$ cat src/hw/rtl/spi_adc_dust_read_sequencer_assert.svh
// Assertion macros for the dust sensor read sequencer.
// Each property is clocked on clk and disabled while rst_n is low.
`ifndef SPI_ADC_DUST_READ_SEQUENCER_ASSERT_SVH
`define SPI_ADC_DUST_READ_SEQUENCER_ASSERT_SVH

`ifndef SYNTH

// Consequent must hold in the same cycle as the antecedent.
`define SADS_ASSERT_NOW(lbl, ante, cons) \
  lbl: assert property (@(posedge clk) disable iff (!rst_n) (ante) |-> (cons)) \
    else $error("sads assertion failed");

// Consequent must hold in the cycle after the antecedent.
`define SADS_ASSERT_NEXT(lbl, ante, cons) \
  lbl: assert property (@(posedge clk) disable iff (!rst_n) (ante) |=> (cons)) \
    else $error("sads assertion failed");

`else

`define SADS_ASSERT_NOW(lbl, ante, cons)
`define SADS_ASSERT_NEXT(lbl, ante, cons)

`endif

`endif

$ cat src/hw/rtl/sads_pkg.sv
package sads_pkg;

  // Converter command layout
  localparam int CHANNEL_BITS = 3;
  localparam int CHAN_W       = 3;
  localparam int TX_W         = 8;
  localparam logic [TX_W-1:0] TX_START = 8'hC0;
  localparam logic [TX_W-1:0] CHAN_MASK = TX_W'((1 << CHANNEL_BITS) - 1);
  localparam int CHAN_SHIFT   = 6 - CHANNEL_BITS;

  // Sequence sizes
  localparam int TICK_W       = 20;
  localparam int BIT_W        = 5;
  localparam logic [BIT_W-1:0] TOTAL_BITS = 5'd24;
  localparam int SAMPLE_W     = 10;
  localparam int SAMPLE_LSB   = 7;
  localparam int RX_W         = SAMPLE_LSB + SAMPLE_W;

  // Configuration registers
  localparam int PHASE_W      = 10;
  localparam int CHARGE_W     = 20;
  localparam int SETTLE_W     = 10;
  localparam int CFG_ADDR_W   = 2;
  localparam int CFG_DATA_W   = 20;

  localparam logic [CFG_ADDR_W-1:0] REG_PHASE_TICKS  = 2'd0;
  localparam logic [CFG_ADDR_W-1:0] REG_CHARGE_TICKS = 2'd1;
  localparam logic [CFG_ADDR_W-1:0] REG_SETTLE_TICKS = 2'd2;

  localparam logic [PHASE_W-1:0]  PHASE_TICKS_RST  = 10'd10;
  localparam logic [CHARGE_W-1:0] CHARGE_TICKS_RST = 20'd100000;
  localparam logic [SETTLE_W-1:0] SETTLE_TICKS_RST = 10'd28;

  typedef enum logic [2:0] {
    PH_IDLE   = 3'd0,
    PH_CHARGE = 3'd1,
    PH_SETTLE = 3'd2,
    PH_SETUP  = 3'd3,
    PH_HIGH   = 3'd4,
    PH_LOW    = 3'd5
  } phase_t;

  typedef struct packed {
    logic                sclk;
    logic                mosi;
    logic                cs_n;
    logic                led;
    logic                busy_res;
    logic                done_res;
    logic [SAMPLE_W-1:0] sample;
  } res_t;

endpackage

$ cat src/hw/rtl/sads_if.sv
interface sads_in_if;
  logic                         valid;
  logic                         ready;
  logic                         start_req;
  logic [sads_pkg::CHAN_W-1:0]  channel;
  logic                         miso;

  modport source (output valid, output start_req, output channel, output miso,
                  input ready);
  modport sink (input valid, input start_req, input channel, input miso,
                output ready);
endinterface

interface sads_out_if;
  logic                          valid;
  logic                          ready;
  logic                          sclk;
  logic                          mosi;
  logic                          cs_n;
  logic                          led;
  logic                          busy_res;
  logic                          done_res;
  logic [sads_pkg::SAMPLE_W-1:0] sample;

  modport source (output valid, output sclk, output mosi, output cs_n, output led,
                  output busy_res, output done_res, output sample, input ready);
  modport sink (input valid, input sclk, input mosi, input cs_n, input led,
                input busy_res, input done_res, input sample, output ready);
endinterface

interface sads_cfg_if;
  logic                            valid;
  logic                            ready;
  logic [sads_pkg::CFG_ADDR_W-1:0] addr;
  logic [sads_pkg::CFG_DATA_W-1:0] data;

  modport source (output valid, output addr, output data, input ready);
  modport sink (input valid, input addr, input data, output ready);
endinterface

$ cat src/hw/rtl/spi_adc_dust_read_sequencer.sv
// Each accepted tick item has its result item registered in the output register.
// Throughput: one item per cycle while the output is not stalled; the sequencer state advances once per accepted item.
// The sequencer state register loop is closed through one step of next-state logic.
// Reset (rst_n low, synchronous): idle, cs_n state high, other pin states low, sample zero,
// tick registers back to 10 / 100000 / 28, no result pending.
`include "spi_adc_dust_read_sequencer_assert.svh"

module spi_adc_dust_read_sequencer (
  input  logic        clk,
  input  logic        rst_n,
  sads_in_if.sink     in_ch,
  sads_out_if.source  out_ch,
  sads_cfg_if.sink    cfg_ch
);

  // Configuration registers
  logic [sads_pkg::PHASE_W-1:0]  phase_ticks_r;
  logic [sads_pkg::CHARGE_W-1:0] charge_ticks_r;
  logic [sads_pkg::SETTLE_W-1:0] settle_ticks_r;

  // Sequencer state
  sads_pkg::phase_t              phase_r, phase_nxt;
  logic [sads_pkg::TICK_W-1:0]   tick_r, tick_nxt;
  logic [sads_pkg::BIT_W-1:0]    bit_r, bit_nxt, bit_inc;
  logic [sads_pkg::TX_W-1:0]     tx_r, tx_nxt;
  logic [sads_pkg::RX_W-1:0]     rx_r, rx_nxt;
  logic                          sclk_r, sclk_nxt;
  logic                          mosi_r, mosi_nxt;
  logic                          csn_r, csn_nxt;
  logic                          led_r, led_nxt;
  logic [sads_pkg::SAMPLE_W-1:0] sample_r, sample_nxt;
  logic                          done_nxt;

  // Result register
  sads_pkg::res_t                out_r, res_nxt;
  logic                          out_valid_r, out_valid_nxt;

  logic                          in_acc;
  logic                          is_idle;
  logic                          start_go;
  logic [sads_pkg::TICK_W-1:0]   phase_load, charge_load, settle_load;

  // Take a new item whenever the result register is empty or being drained.
  assign in_ch.ready  = !out_valid_r || out_ch.ready;
  assign in_acc       = in_ch.valid && in_ch.ready;
  assign cfg_ch.ready = 1'b1;

  // A start request only counts in idle; drop it while busy.
  assign is_idle  = (phase_r == sads_pkg::PH_IDLE);
  assign start_go = in_acc && is_idle && in_ch.start_req;

  // A stage lasts its register's count of ticks; zero counts as one tick.
  assign phase_load  = (phase_ticks_r == '0) ? '0
                     : sads_pkg::TICK_W'(phase_ticks_r - 1'b1);
  assign charge_load = (charge_ticks_r == '0) ? '0 : charge_ticks_r - 1'b1;
  assign settle_load = (settle_ticks_r == '0) ? '0
                     : sads_pkg::TICK_W'(settle_ticks_r - 1'b1);

  assign bit_inc = bit_r + 1'b1;

  // Configuration writes; an address beyond the register list is dropped.
  always_ff @(posedge clk) begin
    if (!rst_n) begin
      phase_ticks_r  <= sads_pkg::PHASE_TICKS_RST;
      charge_ticks_r <= sads_pkg::CHARGE_TICKS_RST;
      settle_ticks_r <= sads_pkg::SETTLE_TICKS_RST;
    end else if (cfg_ch.valid && cfg_ch.ready) begin
      unique case (cfg_ch.addr)
        sads_pkg::REG_PHASE_TICKS:  phase_ticks_r  <= cfg_ch.data[sads_pkg::PHASE_W-1:0];
        sads_pkg::REG_CHARGE_TICKS: charge_ticks_r <= cfg_ch.data[sads_pkg::CHARGE_W-1:0];
        sads_pkg::REG_SETTLE_TICKS: settle_ticks_r <= cfg_ch.data[sads_pkg::SETTLE_W-1:0];
        default: ;
      endcase
    end
  end

  // Sequencer next state: one step per accepted tick.
  always_comb begin
    phase_nxt  = phase_r;
    tick_nxt   = tick_r;
    bit_nxt    = bit_r;
    tx_nxt     = tx_r;
    rx_nxt     = rx_r;
    sclk_nxt   = sclk_r;
    mosi_nxt   = mosi_r;
    csn_nxt    = csn_r;
    led_nxt    = led_r;
    sample_nxt = sample_r;
    done_nxt   = 1'b0;

    if (start_go) begin
      // Start: load the command byte, hold LED low to charge.
      tx_nxt    = sads_pkg::TX_START
                | ((sads_pkg::TX_W'(in_ch.channel) & sads_pkg::CHAN_MASK)
                   << sads_pkg::CHAN_SHIFT);
      rx_nxt    = '0;
      bit_nxt   = '0;
      sclk_nxt  = 1'b0;
      mosi_nxt  = 1'b1;
      led_nxt   = 1'b0;
      csn_nxt   = 1'b1;
      phase_nxt = sads_pkg::PH_CHARGE;
      tick_nxt  = charge_load;
    end else if (in_acc && !is_idle) begin
      if (tick_r != '0) begin
        tick_nxt = tick_r - 1'b1;
      end else begin
        unique case (phase_r)
          sads_pkg::PH_CHARGE: begin
            // LED on, select the converter, wait for it to settle.
            led_nxt   = 1'b1;
            csn_nxt   = 1'b0;
            phase_nxt = sads_pkg::PH_SETTLE;
            tick_nxt  = settle_load;
          end
          sads_pkg::PH_SETTLE: begin
            mosi_nxt  = tx_r[sads_pkg::TX_W-1];
            phase_nxt = sads_pkg::PH_SETUP;
            tick_nxt  = phase_load;
          end
          sads_pkg::PH_SETUP: begin
            // Clock high and sample MISO on the first tick of the phase.
            sclk_nxt  = 1'b1;
            rx_nxt    = {rx_r[sads_pkg::RX_W-2:0], in_ch.miso};
            phase_nxt = sads_pkg::PH_HIGH;
            tick_nxt  = phase_load;
          end
          sads_pkg::PH_HIGH: begin
            sclk_nxt  = 1'b0;
            phase_nxt = sads_pkg::PH_LOW;
            tick_nxt  = phase_load;
          end
          sads_pkg::PH_LOW: begin
            tx_nxt = tx_r << 1;
            if (bit_inc >= sads_pkg::TOTAL_BITS) begin
              // Last bit done: release the converter, LED off, report.
              csn_nxt    = 1'b1;
              led_nxt    = 1'b0;
              sample_nxt = rx_r[sads_pkg::RX_W-1:sads_pkg::SAMPLE_LSB];
              done_nxt   = 1'b1;
              phase_nxt  = sads_pkg::PH_IDLE;
              tick_nxt   = '0;
              bit_nxt    = '0;
            end else begin
              bit_nxt   = bit_inc;
              mosi_nxt  = tx_r[sads_pkg::TX_W-2];
              phase_nxt = sads_pkg::PH_SETUP;
              tick_nxt  = phase_load;
            end
          end
          default: ;
        endcase
      end
    end

    res_nxt.sclk     = sclk_nxt;
    res_nxt.mosi     = mosi_nxt;
    res_nxt.cs_n     = csn_nxt;
    res_nxt.led      = led_nxt;
    res_nxt.busy_res = (phase_nxt != sads_pkg::PH_IDLE);
    res_nxt.done_res = done_nxt;
    res_nxt.sample   = sample_nxt;

    // Hold a waiting result; drop it once taken.
    if (in_acc) begin
      out_valid_nxt = 1'b1;
    end else if (out_ch.ready) begin
      out_valid_nxt = 1'b0;
    end else begin
      out_valid_nxt = out_valid_r;
    end
  end

  always_ff @(posedge clk) begin
    if (!rst_n) begin
      phase_r     <= sads_pkg::PH_IDLE;
      tick_r      <= '0;
      bit_r       <= '0;
      tx_r        <= '0;
      rx_r        <= '0;
      sclk_r      <= 1'b0;
      mosi_r      <= 1'b0;
      csn_r       <= 1'b1;
      led_r       <= 1'b0;
      sample_r    <= '0;
      out_valid_r <= 1'b0;
    end else begin
      phase_r     <= phase_nxt;
      tick_r      <= tick_nxt;
      bit_r       <= bit_nxt;
      tx_r        <= tx_nxt;
      rx_r        <= rx_nxt;
      sclk_r      <= sclk_nxt;
      mosi_r      <= mosi_nxt;
      csn_r       <= csn_nxt;
      led_r       <= led_nxt;
      sample_r    <= sample_nxt;
      out_valid_r <= out_valid_nxt;
    end
  end

  // Result payload: load on every accepted item.
  always_ff @(posedge clk) begin
    if (in_acc) begin
      out_r <= res_nxt;
    end
  end

  assign out_ch.valid    = out_valid_r;
  assign out_ch.sclk     = out_r.sclk;
  assign out_ch.mosi     = out_r.mosi;
  assign out_ch.cs_n     = out_r.cs_n;
  assign out_ch.led      = out_r.led;
  assign out_ch.busy_res = out_r.busy_res;
  assign out_ch.done_res = out_r.done_res;
  assign out_ch.sample   = out_r.sample;

  // Checks
  `SADS_ASSERT_NEXT(a_start_enters_charge, start_go, phase_r == sads_pkg::PH_CHARGE)
  `SADS_ASSERT_NOW(a_idle_no_count, is_idle, (tick_r == '0) && (bit_r == '0))
  `SADS_ASSERT_NOW(a_bit_in_range, !is_idle, bit_r < sads_pkg::TOTAL_BITS)
  `SADS_ASSERT_NOW(a_select_only_busy, out_valid_r && !out_r.cs_n, out_r.busy_res && !out_r.done_res)

endmodule
$ cat src/flat_wrapper.sv
// flat-port wrapper written by rule: the top's interface ports become plain ports
module spi_adc_dust_read_sequencer_flat 
  (clk, rst_n, in_ch_valid, in_ch_start_req, in_ch_channel, in_ch_miso, in_ch_ready, out_ch_valid, out_ch_sclk, out_ch_mosi, out_ch_cs_n, out_ch_led, out_ch_busy_res, out_ch_done_res, out_ch_sample, out_ch_ready, cfg_ch_valid, cfg_ch_addr, cfg_ch_data, cfg_ch_ready);
  sads_in_if in_ch_i ();
  sads_out_if out_ch_i ();
  sads_cfg_if cfg_ch_i ();
  input  logic clk;
  input  logic rst_n;
  input wire logic [$bits(in_ch_i.valid)-1:0] in_ch_valid;
  input wire logic [$bits(in_ch_i.start_req)-1:0] in_ch_start_req;
  input wire logic [$bits(in_ch_i.channel)-1:0] in_ch_channel;
  input wire logic [$bits(in_ch_i.miso)-1:0] in_ch_miso;
  output wire logic [$bits(in_ch_i.ready)-1:0] in_ch_ready;
  output wire logic [$bits(out_ch_i.valid)-1:0] out_ch_valid;
  output wire logic [$bits(out_ch_i.sclk)-1:0] out_ch_sclk;
  output wire logic [$bits(out_ch_i.mosi)-1:0] out_ch_mosi;
  output wire logic [$bits(out_ch_i.cs_n)-1:0] out_ch_cs_n;
  output wire logic [$bits(out_ch_i.led)-1:0] out_ch_led;
  output wire logic [$bits(out_ch_i.busy_res)-1:0] out_ch_busy_res;
  output wire logic [$bits(out_ch_i.done_res)-1:0] out_ch_done_res;
  output wire logic [$bits(out_ch_i.sample)-1:0] out_ch_sample;
  input wire logic [$bits(out_ch_i.ready)-1:0] out_ch_ready;
  input wire logic [$bits(cfg_ch_i.valid)-1:0] cfg_ch_valid;
  input wire logic [$bits(cfg_ch_i.addr)-1:0] cfg_ch_addr;
  input wire logic [$bits(cfg_ch_i.data)-1:0] cfg_ch_data;
  output wire logic [$bits(cfg_ch_i.ready)-1:0] cfg_ch_ready;
  assign in_ch_i.valid = in_ch_valid;
  assign in_ch_i.start_req = in_ch_start_req;
  assign in_ch_i.channel = in_ch_channel;
  assign in_ch_i.miso = in_ch_miso;
  assign in_ch_ready = in_ch_i.ready;
  assign out_ch_valid = out_ch_i.valid;
  assign out_ch_sclk = out_ch_i.sclk;
  assign out_ch_mosi = out_ch_i.mosi;
  assign out_ch_cs_n = out_ch_i.cs_n;
  assign out_ch_led = out_ch_i.led;
  assign out_ch_busy_res = out_ch_i.busy_res;
  assign out_ch_done_res = out_ch_i.done_res;
  assign out_ch_sample = out_ch_i.sample;
  assign out_ch_i.ready = out_ch_ready;
  assign cfg_ch_i.valid = cfg_ch_valid;
  assign cfg_ch_i.addr = cfg_ch_addr;
  assign cfg_ch_i.data = cfg_ch_data;
  assign cfg_ch_ready = cfg_ch_i.ready;
  spi_adc_dust_read_sequencer u_core (.clk(clk), .rst_n(rst_n), .in_ch(in_ch_i), .out_ch(out_ch_i), .cfg_ch(cfg_ch_i));
endmodule
$ cat config.mk
export PLATFORM = sky130hd
export DESIGN_NAME = spi_adc_dust_read_sequencer_flat
export DESIGN_NICKNAME = d
export VERILOG_FILES = /design/src/hw/rtl/sads_pkg.sv /design/src/hw/rtl/sads_if.sv /design/src/hw/rtl/spi_adc_dust_read_sequencer.sv /design/src/flat_wrapper.sv
export VERILOG_INCLUDE_DIRS = /design/src /design/src/hw/rtl
export SDC_FILE = /design/constraint.sdc
export NUM_CORES = 1
export LEC_CHECK = 0
export BUFFER_PORTS_ARGS = -buffer_cell sky130_fd_sc_hd__buf_2
export CORE_ASPECT_RATIO = 1.1
export CORE_MARGIN = 1
export CORE_UTILIZATION = 60
export DETAILED_ROUTE_END_ITERATION = 16
export GPL_TIMING_DRIVEN = 1
export PLACE_DENSITY = 0.79
export REMOVE_ABC_BUFFERS = 1
export SLEW_MARGIN = 20
export SYNTH_ARGS = -nofsm -noshare
export SYNTH_HDL_FRONTEND = slang
export SYNTH_SLANG_ARGS = --single-unit
$ cat constraint.sdc
create_clock -name clk -period 3.3 [get_ports clk]
set_input_delay 0.33 -clock clk [delete_from_list [all_inputs] [get_ports clk]]
set_output_delay 0.33 -clock clk [all_outputs]
set_load 0.05 [all_outputs]
Yosys cells after proc, flatten, opt, wreduce, memory -nomap -nowiden. Index checks and enable logic that the tools add are counted.

Logic and storage cells: 112. Input bits: 32. Bits in registers: 121. Output and inout bits: 19.

Reduce and logical (&&, ||, !) cells: 28. Add/subtract/negate cells: 5. Magnitude comparators: 1. Muxes and demuxes: 45. Eq/ne operators: 8. Bitwise gates (word level): 4.

Operators by type and width (number): two-way mux 20 bit (7); case mux 20 bit (3 select lines) (1); two-way mux 10 bit (5); subtractor 20 x 1 -> 20 bit, second input constant (2); two-way mux 8 bit (4); subtractor 10 x 1 -> 11 bit, second input constant (2); logical NOT 10 bit (2); logical NOT 20 bit (1); nonzero test 20 bit (1); two-way mux 1 bit (18); case mux 3 bit (5 select lines) (1); two-way mux 3 bit (3); AND reduction 3 bit (3); case mux 1 bit (2 select lines) (4); AND reduction 2 bit (4); == test 3 x 2 -> 1 bit, second input constant (2); == test 3 bit, second input constant (2); nonzero test 2 bit (3); adder 5 x 1 -> 5 bit, second input constant (1); greater-or-equal comparator 5 bit, second input constant (1); two-way mux 5 bit (1); nonzero test 5 bit (1); logical AND 1 bit (4); NOT 1 bit (4); 13 further kinds (14).

Longest topological paths before layout. Gate-level depths: netlist of the first run.

Depth in word-level cells: 8. Mapped depth: 10. Gate-level depth less buffers: 8.

Worst setup path before layout of the first run. OpenSTA, ideal clock, no wires.

Path type: register to register. Start: reg u_core.out_valid_r (netlist: u_core.out_ch.valid). End: reg u_core.out_r, in the netlist u_core.out_ch.led (data pin). Slack: 0.307 ns. Buffers on the path: 0. Library setup time: 0.255 ns. Data required time: 3.045 ns. Cell stages (with the launch flop): 7. Data arrival time: 2.738 ns. Clock period less this slack: 2.993 ns. Cell sequence: dfxtp_1 > nand2b_1 > nor3b_1 > nand4_1 > or4_1 > a32o_1 > and2_1.

Word-level cells in the longest chain between the ends: 6. Elaborated cells on any way between the ends: 8. Classes of those cells: mux: 2; reduce/logical: 6.

Ends and longest elaborated chain: start, declared (line spi_adc_dust_read_sequencer.sv:36) `logic out_valid_r, out_valid_nxt;`; start signal, assigned (line spi_adc_dust_read_sequencer.sv:198) `out_valid_r <= out_valid_nxt;`; logical NOT 1 bit (*) (line spi_adc_dust_read_sequencer.sv:44) `assign in_ch.ready = !out_valid_r || out_ch.ready;`; logical OR 1 bit (*) (line spi_adc_dust_read_sequencer.sv:44); named net in_ch_ready (line flat_wrapper.sv:13) `output wire logic [$bits(in_ch_i.ready)-1:0] in_ch_ready;`; logical AND 1 bit (*) (line spi_adc_dust_read_sequencer.sv:45) `assign in_acc = in_ch.valid && in_ch.ready;`; logical AND 1 bit, on equally long branches (line spi_adc_dust_read_sequencer.sv:104, spi_adc_dust_read_sequencer.sv:50); two-way mux 1 bit / logical AND 1 bit (equally long branches) (line spi_adc_dust_read_sequencer.sv:104, spi_adc_dust_read_sequencer.sv:50); two-way mux 1 bit (*) (line spi_adc_dust_read_sequencer.sv:91) `if (start_go) begin`; named net u_core.led_nxt (line spi_adc_dust_read_sequencer.sv:30) `logic led_r, led_nxt;`; end signal, assigned (line spi_adc_dust_read_sequencer.sv:205) `out_r <= res_nxt;`; end, declared (line spi_adc_dust_read_sequencer.sv:35) `sads_pkg::res_t out_r, res_nxt;`.

Mark *: on every way through the listed nets, which the timed path passes. The rest lies on a longest branch. A chain may end at the register's enable or synchronous reset.

Worst setup path after layout of the first run.
Start: reg u_core.phase_ticks_r[0] (netlist bit). End: reg u_core.tick_r[12] (netlist bit).

Word-level cells in the longest chain between the ends: 7. Elaborated cells on any way between the ends: 8. Classes of those cells: add/sub: 1; mux: 6; reduce/logical: 1.

Ends and longest elaborated chain: start, declared (line spi_adc_dust_read_sequencer.sv:17) `logic [sads_pkg::PHASE_W-1:0] phase_ticks_r;`; start signal, assigned (line spi_adc_dust_read_sequencer.sv:64) `phase_ticks_r <= sads_pkg::PHASE_TICKS_RST;`; start signal, assigned (line spi_adc_dust_read_sequencer.sv:69) `sads_pkg::REG_PHASE_TICKS: phase_ticks_r <= cfg_ch.data[sads_pkg::PHASE_W-1:0];`; subtractor 10 x 1 -> 11 bit / logical NOT 10 bit (equally long branches) (line spi_adc_dust_read_sequencer.sv:54, spi_adc_dust_read_sequencer.sv:53); two-way mux 20 bit (*) (line spi_adc_dust_read_sequencer.sv:53) `assign phase_load = (phase_ticks_r == '0) ? '0`; two-way mux 20 bit (line spi_adc_dust_read_sequencer.sv:135) `if (bit_inc >= sads_pkg::TOTAL_BITS) begin`; case mux 20 bit (3 select lines) (*) (line spi_adc_dust_read_sequencer.sv:108) `unique case (phase_r)`; two-way mux 20 bit (*) (line spi_adc_dust_read_sequencer.sv:105) `if (tick_r != '0) begin`; two-way mux 20 bit (*) (line spi_adc_dust_read_sequencer.sv:104) `end else if (in_acc && !is_idle) begin`; two-way mux 20 bit (*) (line spi_adc_dust_read_sequencer.sv:91); end signal, assigned (line spi_adc_dust_read_sequencer.sv:189) `tick_r <= tick_nxt;`; end, declared (line spi_adc_dust_read_sequencer.sv:23) `logic [sads_pkg::TICK_W-1:0] tick_r, tick_nxt;`.

Every way passes the cells marked *; elsewhere a longest branch is shown, timed or not. The select of a mux whose other input is x is not followed.

==> results of run 1 <==
-- report_power, final --
group          leakage (nW)  internal [W]  switching [W]  total [W]
clock network         0.286       0.00117       0.000668    0.00183
registers              1.01       0.00156      0.0000696    0.00163
logic                  1.49      0.000211       0.000339   0.000550
total                  2.78       0.00293        0.00108    0.00401
-- worst min-delay path by stage --
stage                          startpoint                         to  slack, ns  cells past startpoint
after CTS                 cfg_ch_data[16]  u_core.charge_ticks_r[16]      0.003                      3
after detailed placement   u_core.rx_r[6]             u_core.rx_r[6]       0.45                      2
after global routing      cfg_ch_data[16]  u_core.charge_ticks_r[16]       0.02                      3
after floorplan                     rst_n    u_core.phase_ticks_r[3]       0.39                      1
final                     cfg_ch_data[16]  u_core.charge_ticks_r[16]      0.008                      3
after global placement     u_core.rx_r[5]             u_core.rx_r[6]       0.44                      2
-- stage by stage --
step	area, sq um	worst slack [ns]	util	cells
after detailed placement	6590	0.417	0.663	892
after global routing	7200	0.150	0.724	926
after global placement	6590	0.492	0.663	892
final	7200	0.326	0.724	926
after floorplan	6030	0.111	-	702
after CTS	7200	0.407	0.724	926
-- worst register-to-register path: cells and delay by family, from the launching register on --
family          cells  cell delay, ns
flops               1            0.31
simple gates        3            1.38
buf+inv             3            0.51
fa+ha+maj           1            0.20
compound gates      3            0.52
-- flip-flops by register name, summed over array words and instances (netlist names) --
signal	count
u_core.settle_ticks_r	10
u_core.tick_r	20
u_core.rx_r	17
u_core.out_ch.mosi	1
u_core.bit_r	5
u_core.phase_ticks_r	10
u_core.charge_ticks_r	20
u_core.out_ch.busy_res	1
u_core.out_ch.led	1
u_core.out_ch.sclk	1
u_core.out_ch.valid	1
u_core.led_r	1
u_core.sclk_r	1
u_core.out_ch.cs_n	1
u_core.csn_r	1
u_core.mosi_r	1
u_core.phase_r	3
u_core.sample_r	10
u_core.out_ch.sample	10
u_core.out_ch.done_res	1
u_core.tx_r	5
-- final cells by class --
class	instances	area, sq um
clock buffer	23	479
sequential	121	2580
multi-input combinational	567	3400
fill	776	2740
clock inverter	9	113
inverter	14	52.6
timing repair buffer	72	423
tap	120	150
-- per-layer routing --
metal	GRT usage	wire, microns
met1	0.355	6530
met4	0.183	686
met2	0.510	7230
met3	0.0575	791
met5	0	0
-- synth_stat cells (all sizes together), types with 4 or more instances --
master / number / area share
and2: 16 / 0.017
clkbuf: 33 / 0.020
nand2: 128 / 0.078
xor2: 16 / 0.023
inv: 14 / 0.0085
buf: 6 / 0.0057
nor4: 10 / 0.013
nand3: 32 / 0.026
nor3: 31 / 0.026
nand4: 6 / 0.0061
o21a: 4 / 0.0049
o221a: 8 / 0.015
edfxtp: 16 / 0.078
xnor2: 16 / 0.023
nand3b: 6 / 0.0073
nor2b: 6 / 0.0061
a211oi: 6 / 0.0073
nor3b: 6 / 0.0073
a31oi: 5 / 0.0051
dfxtp: 105 / 0.34
nor2: 54 / 0.033
o21ai: 31 / 0.025
mux2i: 15 / 0.024
a21oi: 65 / 0.053
or3: 12 / 0.012
or4: 10 / 0.013
o22ai: 7 / 0.0071
o211ai: 4 / 0.0049
mux2: 10 / 0.024
nand2b: 6 / 0.0061
ha: 7 / 0.014
-- cell families (layout without fill, tap and decap cells) --
group,Yosys count,count (layout),synth area share
AOI/OAI and AO/OA,166,166,0.173
xor gates and xnor gates,32,32,0.0453
adders and majority gates,7,7,0.0142
buffers and inverters,53,118,0.0342
DFF,121,121,0.417
muxes,25,25,0.0479
other,1,1,0.000606
and+or+nand+nor,336,336,0.267
==> results.json, run 1 <==
{
  "crit_path_cell_trace": "inv_1 -> ha_1 -> nor3b_1 -> nor4bb_1 -> buf_4 -> nor4bb_1 -> o21ai_0 -> a21oi_1 -> buf_4 -> o221a_2",
  "avgViaCountPerCell": 6.12,
  "layout_min_cycle_time_ns": 2.97,
  "synth-edff-count": 16,
  "ctsHtreeMaxLevel": 4,
  "startpoint_type": "register",
  "clock-sinks": 121,
  "synth-async-reset-ratio": 0,
  "rows": 38,
  "drt_wl_total_microns": 15200,
  "final_min_period_over_clock_period": 0.901,
  "mostFrequentLayoutCells": "nand2_1, dfxtp_1, a21oi_1",
  "grt_max_degree": 33,
  "dieHeight_microns": 108,
  "post_synth_instance_area_sq_mm": 0.00619,
  "final_common_cell": "nand2_1",
  "critical-path-slowest-cell": "nor4bb_1",
  "fp.dieW_microns": 98.8,
  "cts-buffers-inserted": 17,
  "track_usage": 0.301,
  "grt_pass1_wl_microns": 25300,
  "power.ir.vdd_worst_uv": 290,
  "cts_post_setup_buffers_inserted": 0,
  "floorplan.initialDensity": 0.623,
  "critical_path_arrival_ns": 3.45,
  "drtPass1Iterations": 5,
  "cp_num_buf_inv": 3,
  "gr-total-overflow": 0,
  "nNetsFinal": 832,
  "grt_antenna_before_repair": 0,
  "wire_per_inst_microns": 16.5,
  "clkLatencyLatePin_ns": 0.54,
  "tightest_slew_ns": 0.945,
  "number_of_different_library_cells_in_the_post_synthesis_netlist": 72,
  "antenna_left": 0,
  "achievable-frequency_mhz": 336,
  "hpwlAfterDp_microns": 10700,
  "setup_total_negative_slack_ns": 0,
  "p_per_area_mw_per_mm2": 557,
  "hold_class": "input port to register",
  "cellLeakagePower_nw": 2.78,
  "synth_area_per_cell_sq_um": 8.35,
  "path_depth": 10,
  "rsz0062_at_grt": "no",
  "area_delta_synth_final_pct": 16.3,
  "report.final.hold_viol_count": 0,
  "cts_repair_resize_count": 0,
  "outcome": "finished, final reports clean",
  "postSynthCellCount": 741,
  "rr_startpoint": "u_core.phase_ticks_r[0]",
  "num_ports": 51,
  "total_power_w": 0.00401,
  "cts-hold-fix-buffers": 2,
  "timing.final.max_slew_violations": 0,
  "final_layout_size_suffix_gt1_frac": 0.158,
  "worstSetupEndpoint": "u_core.tick_r[12]",
  "grt_pass1_vias": 5309,
  "yosys_warnings": 0,
  "clk_path_buf_depth": 2,
  "n_antenna_cell": 0,
  "worst_path_largest_cell_delay_ns": 0.54,
  "fin_worst_skew_ns": 0.00855,
  "ys_ff_latch": 121,
  "crit_start": "u_core.phase_ticks_r[0]",
  "detailedRoute.firstIterationViolations": 380,
  "setup.reg_to_reg.worst_slack_ns": 0.33,
  "timing.max_slew.rel_slack": 0.367,
  "drv.max_cap_violation_count": 0,
  "routed-via-count": 5668,
  "cts-root-buf": "clkbuf_8",
  "drc_errors": 0,
  "die_area_sq_mm": 0.0107,
  "cts.clk_slew.worst_paths_ns": 0.06,
  "ys_seq_area_frac": 0.417,
  "worst_hold_slack_ns": 0.00800,
  "io_buffers": 49,
  "crit-reg2reg-capture": "u_core.tick_r[12]",
  "critical_path.max_fanout": 7,
  "final-setup-viol-count": 0,
  "rr_worst_depth": 10,
  "synthFlopType": "dfxtp_1",
  "required_ns": 3.78,
  "critPathKind": "register to register",
  "core_region_area_sq_mm": 0.00994,
  "timing.critical_path.to_type": "register",
  "cpLargestDelayFamily": "simple AND/OR/NAND/NOR gates",
  "final_replace_weighted_congestion": 0.874,
  "cts_tree": "yes"
}
(Power assumes the default switching activity.)
==> run 2: changes to the inputs <==
--- a/config.mk
+++ b/config.mk
@@ -9,10 +9,10 @@
 export BUFFER_PORTS_ARGS = -buffer_cell sky130_fd_sc_hd__buf_2
 export CORE_ASPECT_RATIO = 1.1
 export CORE_MARGIN = 1
-export CORE_UTILIZATION = 60
+export CORE_UTILIZATION = 54
 export DETAILED_ROUTE_END_ITERATION = 16
 export GPL_TIMING_DRIVEN = 1
-export PLACE_DENSITY = 0.79
+export PLACE_DENSITY = 0.75
 export REMOVE_ABC_BUFFERS = 1
 export SLEW_MARGIN = 20
 export SYNTH_ARGS = -nofsm -noshare
==> constraint.sdc (replaced) <==
create_clock -name clk -period 2.6 [get_ports clk]
set_input_delay 0.26 -clock clk [delete_from_list [all_inputs] [get_ports clk]]
set_output_delay 0.26 -clock clk [all_outputs]
set_load 0.05 [all_outputs]
==> run 2 against run 1 <==
Net effect:
- total power grew 37%
- global-route usage shrank 2.0 points
- final area grew 5.9%
- critical endpoint is now u_core.out_ch.led
- the flow now finishes with violations (negative setup slack)
- via count grew 3.7%
- first-iteration DRC count shrank 6.3%
- sequential power grew 26%
- combinational power grew 50%
==> results.json, run 2 (synthesis results as in run 1) <==
{
  "worst_hold_slack_ns": 0.0532,
  "routed-via-count": 5876,
  "rows": 40,
  "grt_pass1_vias": 5666,
  "grt_max_degree": 30,
  "drtPass1Iterations": 5,
  "floorplan.initialDensity": 0.559,
  "dieHeight_microns": 114,
  "worst_path_largest_cell_delay_ns": 0.53,
  "final-setup-viol-count": 1,
  "largestRegisters": "u_core.charge_ticks_r x20, u_core.tick_r x20, u_core.rx_r x17",
  "final_replace_weighted_congestion": 0.933,
  "final_cells": 986,
  "p_per_area_mw_per_mm2": 723,
  "hold_class": "input port to register",
  "cellLeakagePower_nw": 3.01,
  "drc_errors": 0,
  "timing.final.max_slew_violations": 0,
  "power.ir.vdd_worst_uv": 461,
  "final_common_cell": "nand2_1",
  "grt_antenna_before_repair": 0,
  "startpoint_type": "register",
  "wire_per_inst_microns": 16.4,
  "required_ns": 2.77,
  "die_area_sq_mm": 0.0119,
  "achievable-frequency_mhz": 383,
  "gr-total-overflow": 0,
  "tightest_slew_ns": 0.722,
  "clock-sinks": 121,
  "num_ports": 51,
  "place.detailed.instances": 951,
  "cts-hold-fix-buffers": 0,
  "outcome": "finished, violations left",
  "n_antenna_cell": 0,
  "final_layout_size_suffix_gt1_frac": 0.204,
  "final_min_period_over_clock_period": 1.00,
  "cpLargestDelayFamily": "simple AND/OR/NAND/NOR gates",
  "antenna_left": 0,
  "cp_num_buf_inv": 1,
  "core_region_area_sq_mm": 0.0111,
  "ctsHtreeMaxLevel": 4,
  "avgViaCountPerCell": 5.96,
  "crit_path_cell_trace": "or4_4 -> buf_4 -> nor4_4 -> nand4_1 -> or4_4 -> a32o_2 -> and2_1",
  "area_delta_synth_final_pct": 23.2,
  "timing.final.ws_setup_ns": -0.00880,
  "drt_wl_total_microns": 16100,
  "nNetsFinal": 865,
  "cts.clk_slew.worst_paths_ns": 0.05,
  "layout_min_cycle_time_ns": 2.61,
  "clkLatencyLatePin_ns": 0.42,
  "critical_path.max_fanout": 4,
  "fp.dieW_microns": 104,
  "drv.max_cap_violation_count": 0,
  "critical_path_arrival_ns": 2.78,
  "cts-buffers-inserted": 17,
  "area_of_the_multi_input_gates_sq_mm": 0.00346,
  "layout.area.seq_sq_mm": 0.00258,
  "timing.max_slew.rel_slack": 0.517,
  "cts_tree": "yes",
  "detailedRoute.firstIterationViolations": 356,
  "timing.critical_path.to_type": "register",
  "rsz0062_at_grt": "yes",
  "crit_path_frequent_cell": "or4_4",
  "clk_path_buf_depth": 2,
  "fin_worst_skew_ns": 0.00806,
  "violations": "negative setup slack",
  "track_usage": 0.282,
  "critPathKind": "register to register",
  "io_buffers": 49,
  "number_of_fill_cells_in_the_layout": 873,
  "report.final.hold_viol_count": 0,
  "grt_pass1_wl_microns": 26700,
  "cts-root-buf": "clkbuf_16",
  "mostFrequentLayoutCells": "nand2_1, dfxtp_1, a21oi_1",
  "critical-path-slowest-cell": "or4_4",
  "hpwlAfterDp_microns": 11500
}
-- run 2: changes by cell type in the layout (fill, tap and decap cells not counted), sizes merged --
cell         before  now
buf              70  105
clkbuf           23   18
bufinv            2    6
dlygate4sd3       2    0
inv              14   15
-- run 2: worst paths after layout --
path                                         from                         to  slack, ns  depth (start not counted)
worst max-delay path            u_core.tick_r[12]          u_core.out_ch.led     -0.009                          7
worst min register to register    u_core.rx_r[16]            u_core.rx_r[16]       0.45                          2
worst max register to register  u_core.tick_r[12]          u_core.out_ch.led     -0.009                          7
worst min-delay path              cfg_ch_data[10]  u_core.charge_ticks_r[10]       0.05                          3
-- run 2: where the power goes --
part	total, W	internal (W)	switching (W)	leakage (nW)
Combinational	0.000825	0.000330	0.000495	1.68
Clock	0.00263	0.00179	0.000847	0.317
Sequential	0.00205	0.00198	0.0000748	1.01
Total	0.00551	0.00409	0.00142	3.01
-- run 2: metal layers --
metal / vias up / track usage / routed length, microns
met4: 0 / 0.153 / 580
met1: 2739 / 0.321 / 6800
met5: - / 0 / 0
li1: 2839 / - / -
met2: 244 / 0.490 / 7870
met3: 54 / 0.0666 / 889
-- run 2: final cells by class --
| cell class | count | area share |
|---|---|---|
| inverter | 14 | 0.00690 |
| tap | 147 | 0.0241 |
| clock buffer | 18 | 0.0563 |
| sequential | 121 | 0.339 |
| multi-input combinational | 567 | 0.453 |
| clock inverter | 14 | 0.0297 |
| timing repair buffer | 105 | 0.0906 |
-- run 2: per-stage QoR --
step / setup slack [ns] / util / instance area (sq um) / total power [W] / setup TNS (ns)
5_1_grt: -0.0696 / 0.689 / 7620 / 0.00571 / -0.165
3_3_place_gp: -0.0156 / 0.622 / 6880 / 0.00284 / -0.244
4_1_cts: 0.0160 / 0.683 / 7560 / 0.00550 / 0
6_report: -0.00880 / 0.689 / 7620 / 0.00551 / -0.00880
3_5_place_dp: -0.0942 / 0.622 / 6880 / 0.00286 / -1.08
2_1_floorplan: -0.589 / - / 6030 / 0.00257 / -24.11
-- run 2: repair_timing --
action	4_1_cts	5_1_grt
setup endpoints to repair	29	54
gates resized for setup	3	10
setup buffers	0	3
cloned	0	0
pin swaps	0	6
-- run 2: worst register-to-register path: cells and delay by family, from the launching register on --
| family | cells | cell delay (ns) |
|---|---|---|
| compound gates | 1 | 0.25 |
| buf+inv | 1 | 0.17 |
| flops | 1 | 0.31 |
| simple gates | 5 | 1.63 |
